--- src/hdl/rpq_pkg.sv ---
`default_nettype none

package rpq_pkg;

  // Width of the data word and of one GF(2^8) symbol.
  localparam int unsigned WORD_W  = 64;
  localparam int unsigned BYTE_W  = 8;
  localparam int unsigned NBYTES  = WORD_W / BYTE_W;

  // Disk counter and configuration port widths.
  localparam int unsigned DISK_W  = 6;
  localparam int unsigned LEVEL_W = 2;
  localparam int unsigned CADDR_W = 2;
  localparam int unsigned CDATA_W = 8;

  // Register indexes on the configuration port.
  localparam logic [CADDR_W-1:0] CFG_DATA_DISKS   = 2'd0;
  localparam logic [CADDR_W-1:0] CFG_PARITY_LEVEL = 2'd1;

  // Reset values of the registers and the level that gives P only.
  localparam logic [DISK_W-1:0]  DISKS_RESET   = 6'd1;
  localparam logic [LEVEL_W-1:0] LEVEL_RESET   = 2'd2;
  localparam logic [LEVEL_W-1:0] LEVEL_P_ONLY  = 2'd1;

  // Low byte of the field polynomial 0x11d.
  localparam logic [BYTE_W-1:0]  GF_POLY_LOW   = 8'h1d;

  typedef struct packed {
    logic [WORD_W-1:0] data_word;
    logic              last_column;
  } in_t;

  typedef struct packed {
    logic [WORD_W-1:0] p_word;
    logic [WORD_W-1:0] q_word;
    logic              run_end;
  } out_t;

  // One classified word on its way from the front to the back.
  typedef struct packed {
    logic [WORD_W-1:0] data;
    logic              first;
    logic              done;
    logic              last_column;
    logic              q_zero;
  } op_t;

  // Multiply every byte by 2 in GF(2^8) modulo 0x11d, no carry across bytes.
  function automatic logic [WORD_W-1:0] gf_double(input logic [WORD_W-1:0] v);
    logic [WORD_W-1:0] r;
    logic [BYTE_W-1:0] b;
    r = '0;
    for (int i = 0; i < NBYTES; i++) begin
      b = v[i*BYTE_W +: BYTE_W];
      r[i*BYTE_W +: BYTE_W] = {b[BYTE_W-2:0], 1'b0} ^ (b[BYTE_W-1] ? GF_POLY_LOW : '0);
    end
    return r;
  endfunction

endpackage

`default_nettype wire

--- src/hdl/rpq_front.sv ---
`default_nettype none

module rpq_front #(
  parameter int unsigned LANE_BYTES = 8,
  parameter int unsigned MAX_DISKS  = 32
) (
  input  wire logic                        clk,
  input  wire logic                        rst_n,
  input  wire logic                        cfg_valid,
  output logic                             cfg_ready,
  input  wire logic [rpq_pkg::CADDR_W-1:0] cfg_addr,
  input  wire logic [rpq_pkg::CDATA_W-1:0] cfg_wdata,
  input  wire logic                        in_push,
  input  wire rpq_pkg::in_t                in_data,
  input  wire logic                        q_full,
  output logic                             op_push,
  output rpq_pkg::op_t                     op
);
  import rpq_pkg::*;

  // Effective lane count and disk clamp, settled at elaboration.
  localparam int unsigned LB       = (LANE_BYTES > NBYTES) ? NBYTES : LANE_BYTES;
  localparam int unsigned DISK_MAX = (1 << DISK_W) - 1;
  localparam int unsigned CLAMP    = (MAX_DISKS > DISK_MAX) ? DISK_MAX :
                                     ((MAX_DISKS < 1) ? 1 : MAX_DISKS);
  localparam logic [DISK_W-1:0] CLAMP_V = DISK_W'(CLAMP);
  localparam logic [WORD_W-1:0] LANE_MASK = (LB >= NBYTES) ? {WORD_W{1'b1}} :
                                  ((WORD_W'(1) << (BYTE_W * LB)) - WORD_W'(1));

  logic [DISK_W-1:0]  data_disks_r, data_disks_nxt;
  logic [LEVEL_W-1:0] parity_level_r, parity_level_nxt;
  logic [DISK_W-1:0]  disk_idx_r, disk_idx_nxt;
  logic [DISK_W-1:0]  disk_cnt;
  logic [DISK_W:0]    idx_inc;
  logic               col_done;
  logic               accept;

  assign cfg_ready = 1'b1;
  assign accept    = in_push && !q_full;

  // Configuration registers.
  always_comb begin
    data_disks_nxt   = data_disks_r;
    parity_level_nxt = parity_level_r;
    if (cfg_valid) begin
      if (cfg_addr == CFG_DATA_DISKS) begin
        data_disks_nxt = cfg_wdata[DISK_W-1:0];
      end else if (cfg_addr == CFG_PARITY_LEVEL) begin
        parity_level_nxt = cfg_wdata[LEVEL_W-1:0];
      end
    end
  end

  // Column length: zero disks count as one, and the count is clamped.
  always_comb begin
    disk_cnt = (data_disks_r == '0) ? DISK_W'(1) : data_disks_r;
    if (disk_cnt > CLAMP_V) begin
      disk_cnt = CLAMP_V;
    end
  end

  // The column ends once the words seen reach the disk count.
  assign idx_inc  = {1'b0, disk_idx_r} + (DISK_W+1)'(1);
  assign col_done = idx_inc >= {1'b0, disk_cnt};

  always_comb begin
    disk_idx_nxt = disk_idx_r;
    if (accept) begin
      disk_idx_nxt = col_done ? '0 : idx_inc[DISK_W-1:0];
    end
  end

  always_ff @(posedge clk) begin
    if (!rst_n) begin
      data_disks_r   <= DISKS_RESET;
      parity_level_r <= LEVEL_RESET;
      disk_idx_r     <= '0;
    end else begin
      data_disks_r   <= data_disks_nxt;
      parity_level_r <= parity_level_nxt;
      disk_idx_r     <= disk_idx_nxt;
    end
  end

  // Classified request handed to the queue.
  assign op_push        = accept;
  assign op.data        = in_data.data_word & LANE_MASK;
  assign op.first       = (disk_idx_r == '0);
  assign op.done        = col_done;
  assign op.last_column = in_data.last_column;
  assign op.q_zero      = (parity_level_r == LEVEL_P_ONLY);

endmodule

`default_nettype wire

--- src/hdl/rpq_op_queue.sv ---
`default_nettype none

module rpq_op_queue (
  input  wire logic         clk,
  input  wire logic         rst_n,
  input  wire logic         push,
  input  wire rpq_pkg::op_t push_op,
  output logic              full,
  output logic              valid,
  input  wire logic         pop,
  output rpq_pkg::op_t      head
);
  import rpq_pkg::*;

  op_t        mem_r [2];
  logic       wr_ptr_r, wr_ptr_nxt;
  logic       rd_ptr_r, rd_ptr_nxt;
  logic [1:0] count_r, count_nxt;
  logic       do_push;
  logic       do_pop;

  assign full    = (count_r == 2'd2);
  assign valid   = (count_r != 2'd0);
  assign head    = mem_r[rd_ptr_r];
  assign do_push = push && !full;
  assign do_pop  = pop && valid;

  // Pointer and fill count update.
  always_comb begin
    wr_ptr_nxt = do_push ? ~wr_ptr_r : wr_ptr_r;
    rd_ptr_nxt = do_pop ? ~rd_ptr_r : rd_ptr_r;
    count_nxt  = count_r + 2'(do_push) - 2'(do_pop);
  end

  always_ff @(posedge clk) begin
    if (!rst_n) begin
      wr_ptr_r <= 1'b0;
      rd_ptr_r <= 1'b0;
      count_r  <= 2'd0;
    end else begin
      wr_ptr_r <= wr_ptr_nxt;
      rd_ptr_r <= rd_ptr_nxt;
      count_r  <= count_nxt;
    end
  end

  // Entry storage.
  always_ff @(posedge clk) begin
    if (do_push) begin
      mem_r[wr_ptr_r] <= push_op;
    end
  end

endmodule

`default_nettype wire

--- src/hdl/rpq_back.sv ---
`default_nettype none

module rpq_back (
  input  wire logic         clk,
  input  wire logic         rst_n,
  input  wire logic         op_valid,
  input  wire rpq_pkg::op_t op,
  output logic              op_pop,
  output logic              out_empty,
  input  wire logic         out_pop,
  output rpq_pkg::out_t     out_data
);
  import rpq_pkg::*;

  logic [WORD_W-1:0] p_r, p_nxt;
  logic [WORD_W-1:0] q_r, q_nxt;
  out_t              res_r [2];
  out_t              res_new;
  logic              wr_ptr_r, wr_ptr_nxt;
  logic              rd_ptr_r, rd_ptr_nxt;
  logic [1:0]        count_r, count_nxt;
  logic              res_full;
  logic              res_wr;
  logic              res_rd;

  assign res_full  = (count_r == 2'd2);
  assign out_empty = (count_r == 2'd0);
  assign out_data  = res_r[rd_ptr_r];

  // A word that ends a column waits for room in the result queue.
  assign op_pop = op_valid && (!op.done || !res_full);
  assign res_wr = op_pop && op.done;
  assign res_rd = out_pop && !out_empty;

  // Parity accumulation: P by XOR, Q by Horner's rule.
  always_comb begin
    if (op.first) begin
      p_nxt = op.data;
      q_nxt = op.data;
    end else begin
      p_nxt = p_r ^ op.data;
      q_nxt = gf_double(q_r) ^ op.data;
    end
  end

  always_comb begin
    res_new.p_word  = p_nxt;
    res_new.q_word  = op.q_zero ? '0 : q_nxt;
    res_new.run_end = op.last_column;
  end

  always_ff @(posedge clk) begin
    if (op_pop) begin
      p_r <= p_nxt;
      q_r <= q_nxt;
    end
  end

  // Result queue control.
  always_comb begin
    wr_ptr_nxt = res_wr ? ~wr_ptr_r : wr_ptr_r;
    rd_ptr_nxt = res_rd ? ~rd_ptr_r : rd_ptr_r;
    count_nxt  = count_r + 2'(res_wr) - 2'(res_rd);
  end

  always_ff @(posedge clk) begin
    if (!rst_n) begin
      wr_ptr_r <= 1'b0;
      rd_ptr_r <= 1'b0;
      count_r  <= 2'd0;
    end else begin
      wr_ptr_r <= wr_ptr_nxt;
      rd_ptr_r <= rd_ptr_nxt;
      count_r  <= count_nxt;
    end
  end

  always_ff @(posedge clk) begin
    if (res_wr) begin
      res_r[wr_ptr_r] <= res_new;
    end
  end

endmodule

`default_nettype wire

--- src/hdl/raid6_pq_syndrome_gen.sv ---
// RAID-6 P/Q syndrome generator over GF(2^8) with polynomial 0x11d. Feed one
// 64-bit word per disk, column by column, each column from the highest data
// disk down to disk 0; a result holding P, Q and the run mark of the final
// word appears once disk 0 of a column has gone in. The block takes one word
// every clock while the result side keeps popping: a front stage counts disks
// and classifies words, a two-entry request queue feeds the back stage that
// does the XOR and GF doubling, and a two-entry result queue holds finished
// columns. A result shows once the back stage pops the word ending its column
// from the request queue and writes the result queue. Input stalls only when
// both queues are full. The user must write registers 0 (data_disks) and 1
// (parity_level, 1 for P only) only while idle; the block does not enforce it.
`default_nettype none

module raid6_pq_syndrome_gen #(
  parameter int unsigned LANE_BYTES = 8,
  parameter int unsigned MAX_DISKS  = 32
) (
  input  wire logic                        clk,
  input  wire logic                        rst_n,
  input  wire logic                        cfg_valid,
  output logic                             cfg_ready,
  input  wire logic [rpq_pkg::CADDR_W-1:0] cfg_addr,
  input  wire logic [rpq_pkg::CDATA_W-1:0] cfg_wdata,
  input  wire logic                        in_push,
  output logic                             in_full,
  input  wire rpq_pkg::in_t                in_data,
  output logic                             out_empty,
  input  wire logic                        out_pop,
  output rpq_pkg::out_t                    out_data
);
  import rpq_pkg::*;

  logic op_push;
  op_t  op_in;
  logic q_full;
  logic q_valid;
  logic q_pop;
  op_t  q_head;

  assign in_full = q_full;

  // Front: configuration, disk counting and classification.
  rpq_front #(
    .LANE_BYTES (LANE_BYTES),
    .MAX_DISKS  (MAX_DISKS)
  ) u_front (
    .clk       (clk),
    .rst_n     (rst_n),
    .cfg_valid (cfg_valid),
    .cfg_ready (cfg_ready),
    .cfg_addr  (cfg_addr),
    .cfg_wdata (cfg_wdata),
    .in_push   (in_push),
    .in_data   (in_data),
    .q_full    (q_full),
    .op_push   (op_push),
    .op        (op_in)
  );

  // Queue between the two halves.
  rpq_op_queue u_queue (
    .clk     (clk),
    .rst_n   (rst_n),
    .push    (op_push),
    .push_op (op_in),
    .full    (q_full),
    .valid   (q_valid),
    .pop     (q_pop),
    .head    (q_head)
  );

  // Back: accumulation and result queue.
  rpq_back u_back (
    .clk       (clk),
    .rst_n     (rst_n),
    .op_valid  (q_valid),
    .op        (q_head),
    .op_pop    (q_pop),
    .out_empty (out_empty),
    .out_pop   (out_pop),
    .out_data  (out_data)
  );

endmodule

`default_nettype wire

--- config.mk ---
export PLATFORM = sky130hd
export DESIGN_NAME = raid6_pq_syndrome_gen
export DESIGN_NICKNAME = d
export VERILOG_FILES = /design/src/hdl/rpq_pkg.sv /design/src/hdl/rpq_front.sv /design/src/hdl/rpq_op_queue.sv /design/src/hdl/rpq_back.sv /design/src/hdl/raid6_pq_syndrome_gen.sv
export SDC_FILE = /design/constraint.sdc
export NUM_CORES = 1
export LEC_CHECK = 0
export BUFFER_PORTS_ARGS = -buffer_cell sky130_fd_sc_hd__buf_2
export CAP_MARGIN = 20
export CORE_UTILIZATION = 64
export CTS_CLUSTER_DIAMETER = 30
export DETAILED_ROUTE_END_ITERATION = 8
export GPL_TIMING_DRIVEN = 0
export PLACE_DENSITY = 0.85
export REMOVE_ABC_BUFFERS = 1
export SLEW_MARGIN = 10
export SYNTH_ARGS = -nofsm -noshare
export SYNTH_HDL_FRONTEND = slang
export SYNTH_HIERARCHICAL = 1
export SYNTH_SLANG_ARGS = --single-unit
--- constraint.sdc ---
create_clock -name clk -period 27.6 [get_ports clk]
set_input_delay 2.76 -clock clk [delete_from_list [all_inputs] [get_ports clk]]
set_output_delay 2.76 -clock clk [all_outputs]
set_load 0.05 [all_outputs]
==> flow_summary_export.csv, run 1 <==
group,metric,value,unit
run_status,run_status,"complete, no violations",
global_route,antenna_found_initial,4,
yosys,synth_mux_area_share,11.6,%
yosys,main_area_contributors_after_synthesis,"sky130_fd_sc_hd__edfxtp_1, sky130_fd_sc_hd__mux2_2, sky130_fd_sc_hd__xnor2_1",
worst_setup_path,worst_setup_path_end_kind,"output pin",
run,max_cap_viol_count,0,
yosys,synth_ff_type,"sky130_fd_sc_hd__edfxtp_1",
global_route,grt_max_degree,129,
timing,rsz0062_at_grt,"no",
pwr,internal_power,2.59,mW
cts,post_cts_hold_buffer_count,0,
placement,place_area,24400,µm²
die,effective_utilization_at_floorplan,64.8,%
pwr,power_frac_comb,33.5,%
route,detailroute.via_count,12000,
cts,clock_path_buffers,3,
yosys,combinational_family_with_the_most_area_after_synthesis,"multiplexers",
pwr,power.ir.vdd_worst,0.104,mV
global_route,grt.total_usage,25.9,%
yosys,synth_async_sr_flop_share,0,%
worst_setup_path,timing_worst_setup_path_type,"register to output pin",
die,placement_rows,69,
global_route,global_route_wire_length_before_repair,70.4,mm
timing,final.setup.worst_slack,22.41,ns
timing,max_slew.worst_pin.slew,0.866,ns
worst_hold_path,worst_hold_startpoint,"u_front/parity_level_r[1]",
die,floorplan.core_area,35500,µm²
worst_setup_path,crit_arrival,2.43,ns
final_layout,area_growth_syn_to_layout,20.6,%
worst_hold_path,class_of_the_most_critical_hold_timing_path,"register to register",
pwr,power.share.clock,30.7,%
die,die_y,192,µm
die,full_die_area,36700,µm²
final_layout,fraction_of_layout_cells_with_a_size_suffix_above_1,37.5,%
worst_setup_path,path_max_fanout,46,
yosys,synth_cell_type_count,42,
yosys,synth.yosys.warnings,6,
final_layout,final_core_util,78.1,%
cts,cts_tree,"done",
route,route.detailed.vias_per_inst,5.64,
die,die_x,192,µm
yosys,syn_avg_cell_area,16.6,µm²
yosys,synth_largest_area_cell,"sky130_fd_sc_hd__edfxtp_1",
yosys,yosysMostFrequentCell,"sky130_fd_sc_hd__edfxtp_1",
worst_setup_path,worst_r2r_endpoint,"u_queue/count_r[1]",
final_layout,number_of_nets_in_the_layout,1687,
yosys,synth_enable_flop_cells,522,
cts,clockRootBuffer,"sky130_fd_sc_hd__clkbuf_16",
timing,finalHoldViolations,0,
route,drt.antenna.violating_nets,0,
cts,post_cts_buffers,0,
cts,cts_buffers,93,
final_layout,postLayoutCellArea,27700,µm²
timing,setup_viol,0,
timing,fin_crit_sh,18.8,%
yosys,compound_gate_fraction_of_synth_area,0.647,%
yosys,synth.ff_latch_count,546,
timing,final.setup_skew,0.0228,ns
placement,place_hpwl,26.5,mm
yosys,synth_common_cells,"sky130_fd_sc_hd__edfxtp_1, sky130_fd_sc_hd__mux2_2, sky130_fd_sc_hd__xnor2_1",
yosys,synth_xor_xnor_area_share,6.02,%
worst_setup_path,worstRegToRegCells,11,
global_route,globalRouteOverflowTotal,0,
global_route,first_global_vias,12700,
yosys,synthAdderAreaFrac,0.653,%
worst_hold_path,timing.hold.worst_endpoint,"u_front/parity_level_r[1]",
pwr,static_leak,9.89,nW
cts,cts.sink_count,546,
pwr,netSwitchingPower,1.38,mW
cts,cts-resized-gates,0,
worst_setup_path,crit_required,24.84,ns
worst_hold_path,instance_count_along_the_most_critical_hold_path,2,
placement,place_worst_setup_slack,22.74,ns
timing,max_slew_margin,42.1,%
cts,h_tree_level_count,3,
pwr,sw_ratio,34.7,%
yosys,portion_of_the_post_synthesis_area_used_by_sequential_elements,70.3,%
cts,worst_skew_pair.late_latency,0.61,ns
cts,clk_transition_reported_paths,0.05,ns
timing,max_freq,193,MHz
route,drc,0,
route,detailed_route_iter0_violations,832,
yosys,syn_area,23000,µm²
placement,place_congestion,0.771,
timing,finalWorstPathRequiredPeriod,5.19,ns
die,ios,212,
route,routed_wire_length_per_instance,22.1,µm
route,first_pass_iteration_count_of_the_detailed_router,5,
worst_setup_path,slack_of_the_worst_reg_to_reg_path,24.09,ns
placement,portbufs,208,
worst_setup_path,kind_of_start_point_of_the_critical_path,"register",
pwr,sequential_group_share_of_total_power,35.8,%
yosys,yosys.area.top_type_share,68.2,%
timing,setup_tns,0,ns
pwr,power_density,143,nW/µm²
yosys,netlist_instances,1385,
route,routed_wirelength,47.1,mm
timing,slew_viol_final,0,
yosys,synth-simple-area-share,7.09,%
[stage by stage]
step | instances | power (mW) | hold WS [ns]
after floorplan | 1272 | 2.42 | 0.441
after global placement | 1941 | 2.74 | 0.460
after detailed placement | 1961 | 2.74 | 0.472
after CTS | 2133 | 3.99 | 0.493
after global routing | 2134 | 4.11 | 0.519
final | 2135 | 3.97 | 0.489
[power by group through the flow]
stage / clock [mW] / combinational, mW / sequential [mW]
floorplan: 0 / 0.960 / 1.46
global placement: 0 / 1.21 / 1.53
detailed placement: 0 / 1.31 / 1.43
CTS: 1.23 / 1.33 / 1.42
global route: 1.27 / 1.40 / 1.44
finish: 1.22 / 1.33 / 1.42
[final cells by class]
type,instances,area (µm²)
fillers,1833,7750
clock inverters,61,862
well taps,461,577
repair buffers,228,1500
inverters,18,75.1
multi-input cells,708,6030
diodes,2,5.00
flip-flops and latches,546,16200
clock buffers,111,2510
[worst max path at each step]
stage | cells past startpoint | startpoint | slack, ns | to
after floorplan | 9 | register | 14.31 | u_queue/count_r[1]
after global placement | 9 | register | 6.14 | u_queue/count_r[1]
after detailed placement | 7 | in_push | 22.74 | u_queue/mem_r[0][46]
after CTS | 3 | register | 22.39 | out_data[35]
after global routing | 3 | register | 22.35 | out_data[35]
final | 3 | register | 22.41 | out_data[35]
[per-layer routing]
layer / share of wire (%) / GRT usage [%]
met4: 3.0 / 10.7
met3: 5.5 / 5.56
met5: 0.064 / 0
met1: 39 / 31.2
met2: 52 / 45.1
[state kept, by name, summed over array words and instances (netlist names), 2 cells and up, named ones only]
name                    cells
u_front/disk_idx_r          6
u_back/res_r              258
u_back/p_r                 64
u_front/parity_level_r      2
u_back/q_r                 64
u_back/count_r              2
u_queue/count_r             2
u_front/data_disks_r        6
u_queue/mem_r             136
[kinds of logic after synthesis]
group                      Yosys count
other                                1
AOI/OAI and AO/OA                   21
DFF                                546
and+or+nand+nor                    287
muxes                              229
buffers and inverters              131
xor gates and xnor gates           158
adders and majority gates           12
[layout by cell type, fill, tap and decap left out, drive strengths merged, types with 2 or more instances in the layout]
| cell | count |
|---|---|
| edfxtp | 522 |
| buf | 228 |
| mux2 | 221 |
| xnor2 | 131 |
| clkbuf | 111 |
| nand2b | 107 |
| nor2b | 67 |
| nor2 | 67 |
| xor2 | 27 |
| clkinv | 27 |
| dfxtp | 24 |
| inv | 24 |
| nand2 | 23 |
| bufinv | 19 |
| ha | 12 |
| clkinvlp | 9 |
| mux2i | 8 |
| a21oi | 6 |
| a31oi | 5 |
| nand3 | 5 |
| nand4 | 4 |
| o22ai | 4 |
| and2 | 3 |
| nor3 | 3 |
| diode | 2 |
| o21a | 2 |
| or2 | 2 |
| o21ai | 2 |
| and3 | 2 |
[critical path: stages, from the launching register on]
cell	delay, ns
sky130_fd_sc_hd__dfxtp_4	0.78
sky130_fd_sc_hd__buf_16	0.32
sky130_fd_sc_hd__mux2_2	0.41
sky130_fd_sc_hd__buf_2	0.22
Note: power is estimated with default switching activity, not from simulation.
==> inputs of run 2 (changes only) <==
--- a/config.mk
+++ b/config.mk
@@ -7,11 +7,11 @@
 export LEC_CHECK = 0
 export BUFFER_PORTS_ARGS = -buffer_cell sky130_fd_sc_hd__buf_2
 export CAP_MARGIN = 20
-export CORE_UTILIZATION = 64
+export CORE_UTILIZATION = 59
 export CTS_CLUSTER_DIAMETER = 30
 export DETAILED_ROUTE_END_ITERATION = 8
 export GPL_TIMING_DRIVEN = 0
-export PLACE_DENSITY = 0.85
+export PLACE_DENSITY = 0.79
 export REMOVE_ABC_BUFFERS = 1
 export SLEW_MARGIN = 10
 export SYNTH_ARGS = -nofsm -noshare
==> constraint.sdc (replaced) <==
create_clock -name clk -period 5.3 [get_ports clk]
set_input_delay 0.53 -clock clk [delete_from_list [all_inputs] [get_ports clk]]
set_output_delay 0.53 -clock clk [all_outputs]
set_load 0.05 [all_outputs]
==> flow_summary_export.csv, run 2 (synthesized netlist as in run 1, its figures left out) <==
group,metric,value,unit
timing,setup_viol,0,
cts,cts-resized-gates,0,
worst_setup_path,kind_of_start_point_of_the_critical_path,"register",
cts,worst_skew_pair.late_latency,0.62,ns
global_route,global_route_wire_length_before_repair,67.6,mm
global_route,first_global_vias,12500,
worst_setup_path,timing_worst_setup_path_type,"register to register",
pwr,sequential_group_share_of_total_power,35.3,%
final_layout,largest_reg_flops,258,
route,detailed_route_iter0_violations,606,
cts,post_cts_hold_buffer_count,0,
pwr,p_total,20.9,mW
pwr,static_leak,10.0,nW
cts,clk_transition_reported_paths,0.05,ns
run,max_cap_viol_count,0,
timing,rsz0062_at_grt,"no",
pwr,power.share.clock,31.9,%
die,effective_utilization_at_floorplan,60.5,%
cts,cts_buffers,103,
route,routed_wire_length_per_instance,20.3,µm
global_route,grt.total_usage,22.7,%
die,die_y,199,µm
route,first_pass_iteration_count_of_the_detailed_router,5,
timing,max_freq,326,MHz
die,floorplan.core_area,38000,µm²
final_layout,most-common-layout-cells,"sky130_fd_sc_hd__edfxtp_1, sky130_fd_sc_hd__buf_2, sky130_fd_sc_hd__mux2_2",
timing,final.setup.worst_slack,2.23,ns
route,drc,0,
placement,place_worst_setup_slack,2.19,ns
worst_setup_path,worst_setup_path_end_kind,"register",
final_layout,largestRegisters,"u_back/res_r x258, u_queue/mem_r x136",
pwr,sw_ratio,34.9,%
global_route,grt_max_degree,81,
pwr,power_frac_comb,32.8,%
worst_hold_path,class_of_the_most_critical_hold_timing_path,"primary input to register",
run_status,run_status,"complete, no violations",
final_layout,number_of_nets_in_the_layout,1700,
final_layout,register_with_the_most_flip_flops,"u_back/res_r",
timing,final.setup_skew,0.0164,ns
placement,portbufs,208,
placement,place_hpwl,25.6,mm
cts,cts_tree,"done",
cts,clockRootBuffer,"sky130_fd_sc_hd__clkbuf_16",
worst_setup_path,crit_required,5.80,ns
worst_setup_path,path_max_fanout,42,
final_layout,area_growth_syn_to_layout,22.2,%
timing,finalWorstPathRequiredPeriod,3.07,ns
timing,max_slew_margin,42.8,%
cts,post_cts_buffers,0,
final_layout,mostFrequentLayoutCell,"sky130_fd_sc_hd__edfxtp_1",
worst_setup_path,crit_arrival,3.56,ns
worst_setup_path,slack_of_the_worst_reg_to_reg_path,2.23,ns
timing,finalHoldViolations,0,
route,drt.antenna.violating_nets,0,
timing,fin_crit_sh,57.9,%
final_layout,fraction_of_layout_cells_with_a_size_suffix_above_1,38.8,%
die,full_die_area,39800,µm²
route,detailroute.via_count,11800,
cts,clock_path_buffers,3,
global_route,antenna_found_initial,3,
cts,h_tree_level_count,3,
die,ios,212,
pwr,netSwitchingPower,7.28,mW
timing,max_slew.worst_pin.slew,0.857,ns
die,placement_rows,71,
route,route.detailed.vias_per_inst,5.37,
global_route,globalRouteOverflowTotal,0,
die,die_x,199,µm
pwr,internal_power,13.6,mW
timing,slew_viol_final,0,
cts,cts.sink_count,546,
pwr,power.ir.vdd_worst,0.550,mV
route,routed_wirelength,44.7,mm
pwr,power_density,743,nW/µm²
placement,place_congestion,0.761,
-- run 2: changes by cell type in the layout (fill, tap and decap cells not counted) --
cell,previous run,this run
sky130_fd_sc_hd__buf_12,12,13
sky130_fd_sc_hd__clkbuf_16,97,103
sky130_fd_sc_hd__clkinv_1,7,5
sky130_fd_sc_hd__inv_8,1,5
sky130_fd_sc_hd__clkinv_4,6,12
sky130_fd_sc_hd__clkinv_2,12,14
sky130_fd_sc_hd__inv_6,6,12
sky130_fd_sc_hd__clkbuf_1,11,4
sky130_fd_sc_hd__clkbuf_8,3,1
sky130_fd_sc_hd__clkinvlp_4,9,15
sky130_fd_sc_hd__bufinv_16,19,16
sky130_fd_sc_hd__buf_16,8,10
sky130_fd_sc_hd__inv_16,0,2
-- run 2: cell type report --
class / instances / area (µm²)
Antenna cell: 2 / 5.00
Clock buffer: 108 / 2610
Clock inverter: 82 / 1010
Fill cell: 2328 / 9910
Inverter: 18 / 75.1
Multi-Input combinational cell: 708 / 6030
Sequential cell: 546 / 16200
Tap cell: 511 / 639
Timing Repair Buffer: 231 / 1580
-- run 2: per-stage QoR --
stage	setup TNS, ns	hold WS (ns)	cell area [µm²]	util (%)	std cells
final	0	0.0992	28100	73.9	2206
after global routing	0	0.0844	28100	73.9	2205
after CTS	0	0.0668	28100	73.9	2204
after detailed placement	0	0.476	24500	64.4	2014
after global placement	-4700.68	0.461	23900	62.8	1991
after floorplan	-1468.56	0.441	22200	-	1272
-- run 2: power groups by stage --
stage	clock [mW]	sequential, mW	combinational (mW)
4_1_cts	6.76	7.40	6.92
3_3_place_gp	0	7.32	5.86
6_report	6.66	7.39	6.86
3_5_place_dp	0	7.45	6.82
5_1_grt	6.94	7.51	7.27
2_1_floorplan	0	7.14	4.45
-- run 2: final timing paths --
| kind | start | end | cells past startpoint |
|---|---|---|---|
| worst max register to register | register | u_queue/count_r[1] | 9 |
| worst min register to register | u_back/rd_ptr_r | register | 2 |
| worst min-delay path | in_data[11] | u_queue/mem_r[1][14] | 1 |
| worst max-delay path | register | u_queue/count_r[1] | 9 |
-- run 2: routing by layer --
metal	global-route usage (%)	vias to the layer above	share of wire, %
li1	-	5459	-
met1	27.5	5986	40
met5	0	-	0.038
met4	8.00	2	1.9
met2	39.7	333	52
met3	5.33	68	5.9
-- run 2: critical path, cell delays in order (launching register included) --
cell and delay, ns:
sky130_fd_sc_hd__dfxtp_4 0.88, sky130_fd_sc_hd__mux2_2 0.45, sky130_fd_sc_hd__a21boi_4 0.52, sky130_fd_sc_hd__o21a_1 0.26, sky130_fd_sc_hd__ha_1 0.24, sky130_fd_sc_hd__inv_1 0.06, sky130_fd_sc_hd__ha_1 0.14, sky130_fd_sc_hd__xor2_1 0.19
sky130_fd_sc_hd__xnor2_1 0.16, sky130_fd_sc_hd__nor2_1 0.05
==> inputs of run 3 (changes only) <==
==> constraint.sdc (replaced) <==
create_clock -name clk -period 3.13 [get_ports clk]
set_input_delay 0.313 -clock clk [delete_from_list [all_inputs] [get_ports clk]]
set_output_delay 0.313 -clock clk [all_outputs]
set_load 0.05 [all_outputs]
==> flow_summary_export.csv, run 3 (synthesized netlist as in run 1, its figures left out) <==
group,metric,value,unit
pwr,power.ir.vdd_worst,0.861,mV
route,routed_wirelength,46.7,mm
route,detailed_route_iter0_violations,641,
timing,max_freq,346,MHz
timing,slew_viol_final,0,
pwr,static_leak,10.3,nW
cts,h_tree_level_count,3,
placement,place_hpwl,25.6,mm
cts,clockRootBuffer,"sky130_fd_sc_hd__clkbuf_16",
global_route,antenna_found_initial,0,
cts,clock_path_buffers,3,
worst_setup_path,path_max_fanout,22,
pwr,power_density,1230,nW/µm²
pwr,sequential_group_share_of_total_power,35.1,%
final_layout,number_of_nets_in_the_layout,1774,
pwr,netSwitchingPower,12.5,mW
timing,rsz0062_at_grt,"no",
final_layout,fraction_of_layout_cells_with_a_size_suffix_above_1,37.2,%
worst_setup_path,crit_arrival,3.39,ns
worst_setup_path,crit_required,3.63,ns
timing,finalWorstPathRequiredPeriod,2.89,ns
cts,cts_buffers,103,
timing,final.setup_skew,0.0149,ns
route,first_pass_iteration_count_of_the_detailed_router,5,
final_layout,largestRegisters,"u_back/res_r x258, u_queue/mem_r x136",
timing,finalHoldViolations,0,
pwr,power_frac_comb,33.2,%
cts,cts.sink_count,546,
worst_hold_path,class_of_the_most_critical_hold_timing_path,"primary input to register",
pwr,p_total,35.6,mW
final_layout,register_with_the_most_flip_flops,"u_back/res_r",
worst_setup_path,max_stage_delay_on_crit_path,0.72,ns
timing,setup_tns,0,ns
global_route,globalRouteOverflowTotal,0,
worst_setup_path,kind_of_start_point_of_the_critical_path,"register",
timing,fin_crit_sh,92.3,%
run,max_cap_viol_count,0,
final_layout,final_core_util,75.9,%
placement,place_congestion,0.761,
timing,max_slew_margin,47.2,%
worst_setup_path,worstPathCellList,"mux2_2 -> a21boi_4 -> o21a_1 -> ha_1 -> inv_1 -> ha_1 -> xor2_1 -> xnor2_1 -> nor2_1",
timing,setup_viol,0,
worst_setup_path,crit_family,"compound AO/OA/AOI/OAI gates",
pwr,internal_power,23.1,mW
timing,max_slew.worst_pin.slew,0.792,ns
final_layout,mostFrequentLayoutCell,"sky130_fd_sc_hd__edfxtp_1",
route,drc,0,
die,full_die_area,39800,µm²
worst_setup_path,worst_setup_path_end_kind,"register",
route,detailroute.via_count,12300,
cts,cts_tree,"done",
cts,clk_transition_reported_paths,0.05,ns
final_layout,fillerInstances,2199,
die,floorplan.core_area,38000,µm²
worst_setup_path,buffers_plus_inverters_on_the_worst_setup_path,1,
global_route,global_route_wire_length_before_repair,71.1,mm
pwr,power.share.clock,31.7,%
final_layout,postLayoutCellArea,28900,µm²
run_status,run_status,"complete, no violations",
cts,worst_skew_pair.late_latency,0.62,ns
global_route,grt_max_degree,81,
worst_setup_path,timing_worst_setup_path_type,"register to register",
pwr,sw_ratio,35.0,%
placement,portbufs,208,
cts,cts-resized-gates,0,
die,die_x,199,µm
route,drt.antenna.violating_nets,0,
global_route,first_global_vias,13100,
final_layout,largest_reg_flops,258,
final_layout,most-common-layout-cells,"sky130_fd_sc_hd__edfxtp_1, sky130_fd_sc_hd__buf_2, sky130_fd_sc_hd__mux2_2",
die,effective_utilization_at_floorplan,60.5,%
die,placement_rows,71,
worst_setup_path,critPathMostFrequentCell,"sky130_fd_sc_hd__ha_1",
route,route.detailed.vias_per_inst,5.38,
timing,hold_ws,0.0685,ns
die,ios,212,
route,routed_wire_length_per_instance,20.5,µm
worst_setup_path,worst_path_max_delay_cell,"sky130_fd_sc_hd__dfxtp_4",
final_layout,num_antenna_cells,0,
global_route,grt.total_usage,23.9,%
final_layout,area_growth_syn_to_layout,25.5,%
placement,place_area,24500,µm²
die,die_y,199,µm
-- run 3: area by class of cell --
cell class | count | area, µm² | area share, %
tap | 511 | 639 | 2.22
multi-input combinational | 708 | 6030 | 20.9
clock inverter | 82 | 1010 | 3.50
timing repair buffer | 305 | 2330 | 8.07
sequential | 546 | 16200 | 56.0
inverter | 18 | 75.1 | 0.260
clock buffer | 108 | 2610 | 9.03
-- run 3: final timing paths --
path,slack [ns],to,start,depth (start not counted)
worst max-delay path,0.24,u_queue/count_r[1],register,9
worst min-delay path,0.07,u_front/disk_idx_r[0],in_push,4
worst max register to register,0.24,u_queue/count_r[1],register,9
worst min register to register,0.50,register,u_back/rd_ptr_r,2
-- run 3: what timing repair did --
| action | CTS | global route |
|---|---|---|
| buffers inserted | 1 | 0 |
| hold buffers | 73 | 0 |
| setup endpoints to repair | 1 | 0 |
| hold endpoints to repair | 138 | 0 |
-- run 3: power by group through the flow --
stage	registers [mW]	logic [mW]	clock network [mW]
finish	12.5	11.8	11.3
global route	12.7	12.5	11.8
CTS	12.5	11.9	11.4
detailed placement	12.6	11.6	0
global placement	11.4	7.77	0
floorplan	11.9	7.81	0
-- run 3: worst register-to-register path, stage by stage (launching register included) --
cell	delay, ns
sky130_fd_sc_hd__dfxtp_4	0.72
sky130_fd_sc_hd__mux2_2	0.46
sky130_fd_sc_hd__a21boi_4	0.51
sky130_fd_sc_hd__o21a_1	0.26
sky130_fd_sc_hd__ha_1	0.24
sky130_fd_sc_hd__inv_1	0.06
sky130_fd_sc_hd__ha_1	0.14
sky130_fd_sc_hd__xor2_1	0.19
sky130_fd_sc_hd__xnor2_1	0.15
sky130_fd_sc_hd__nor2_1	0.05
-- run 3: metal layers --
| layer | GRT usage, % | up-vias | share of wire (%) |
|---|---|---|---|
| met5 | 0 | - | 0 |
| met1 | 28.5 | 6197 | 40 |
| li1 | - | 5595 | - |
| met3 | 5.18 | 86 | 5.8 |
| met4 | 9.61 | 0 | 2.5 |
| met2 | 42.0 | 377 | 52 |
-- run 3: through the flow --
stage               cells  worst slack (ns)
finish               2278             0.242
global route         2278             0.115
CTS                  2278             0.189
detailed placement   2014            0.0243
global placement     1991            -18.61
floorplan            1272            -10.16
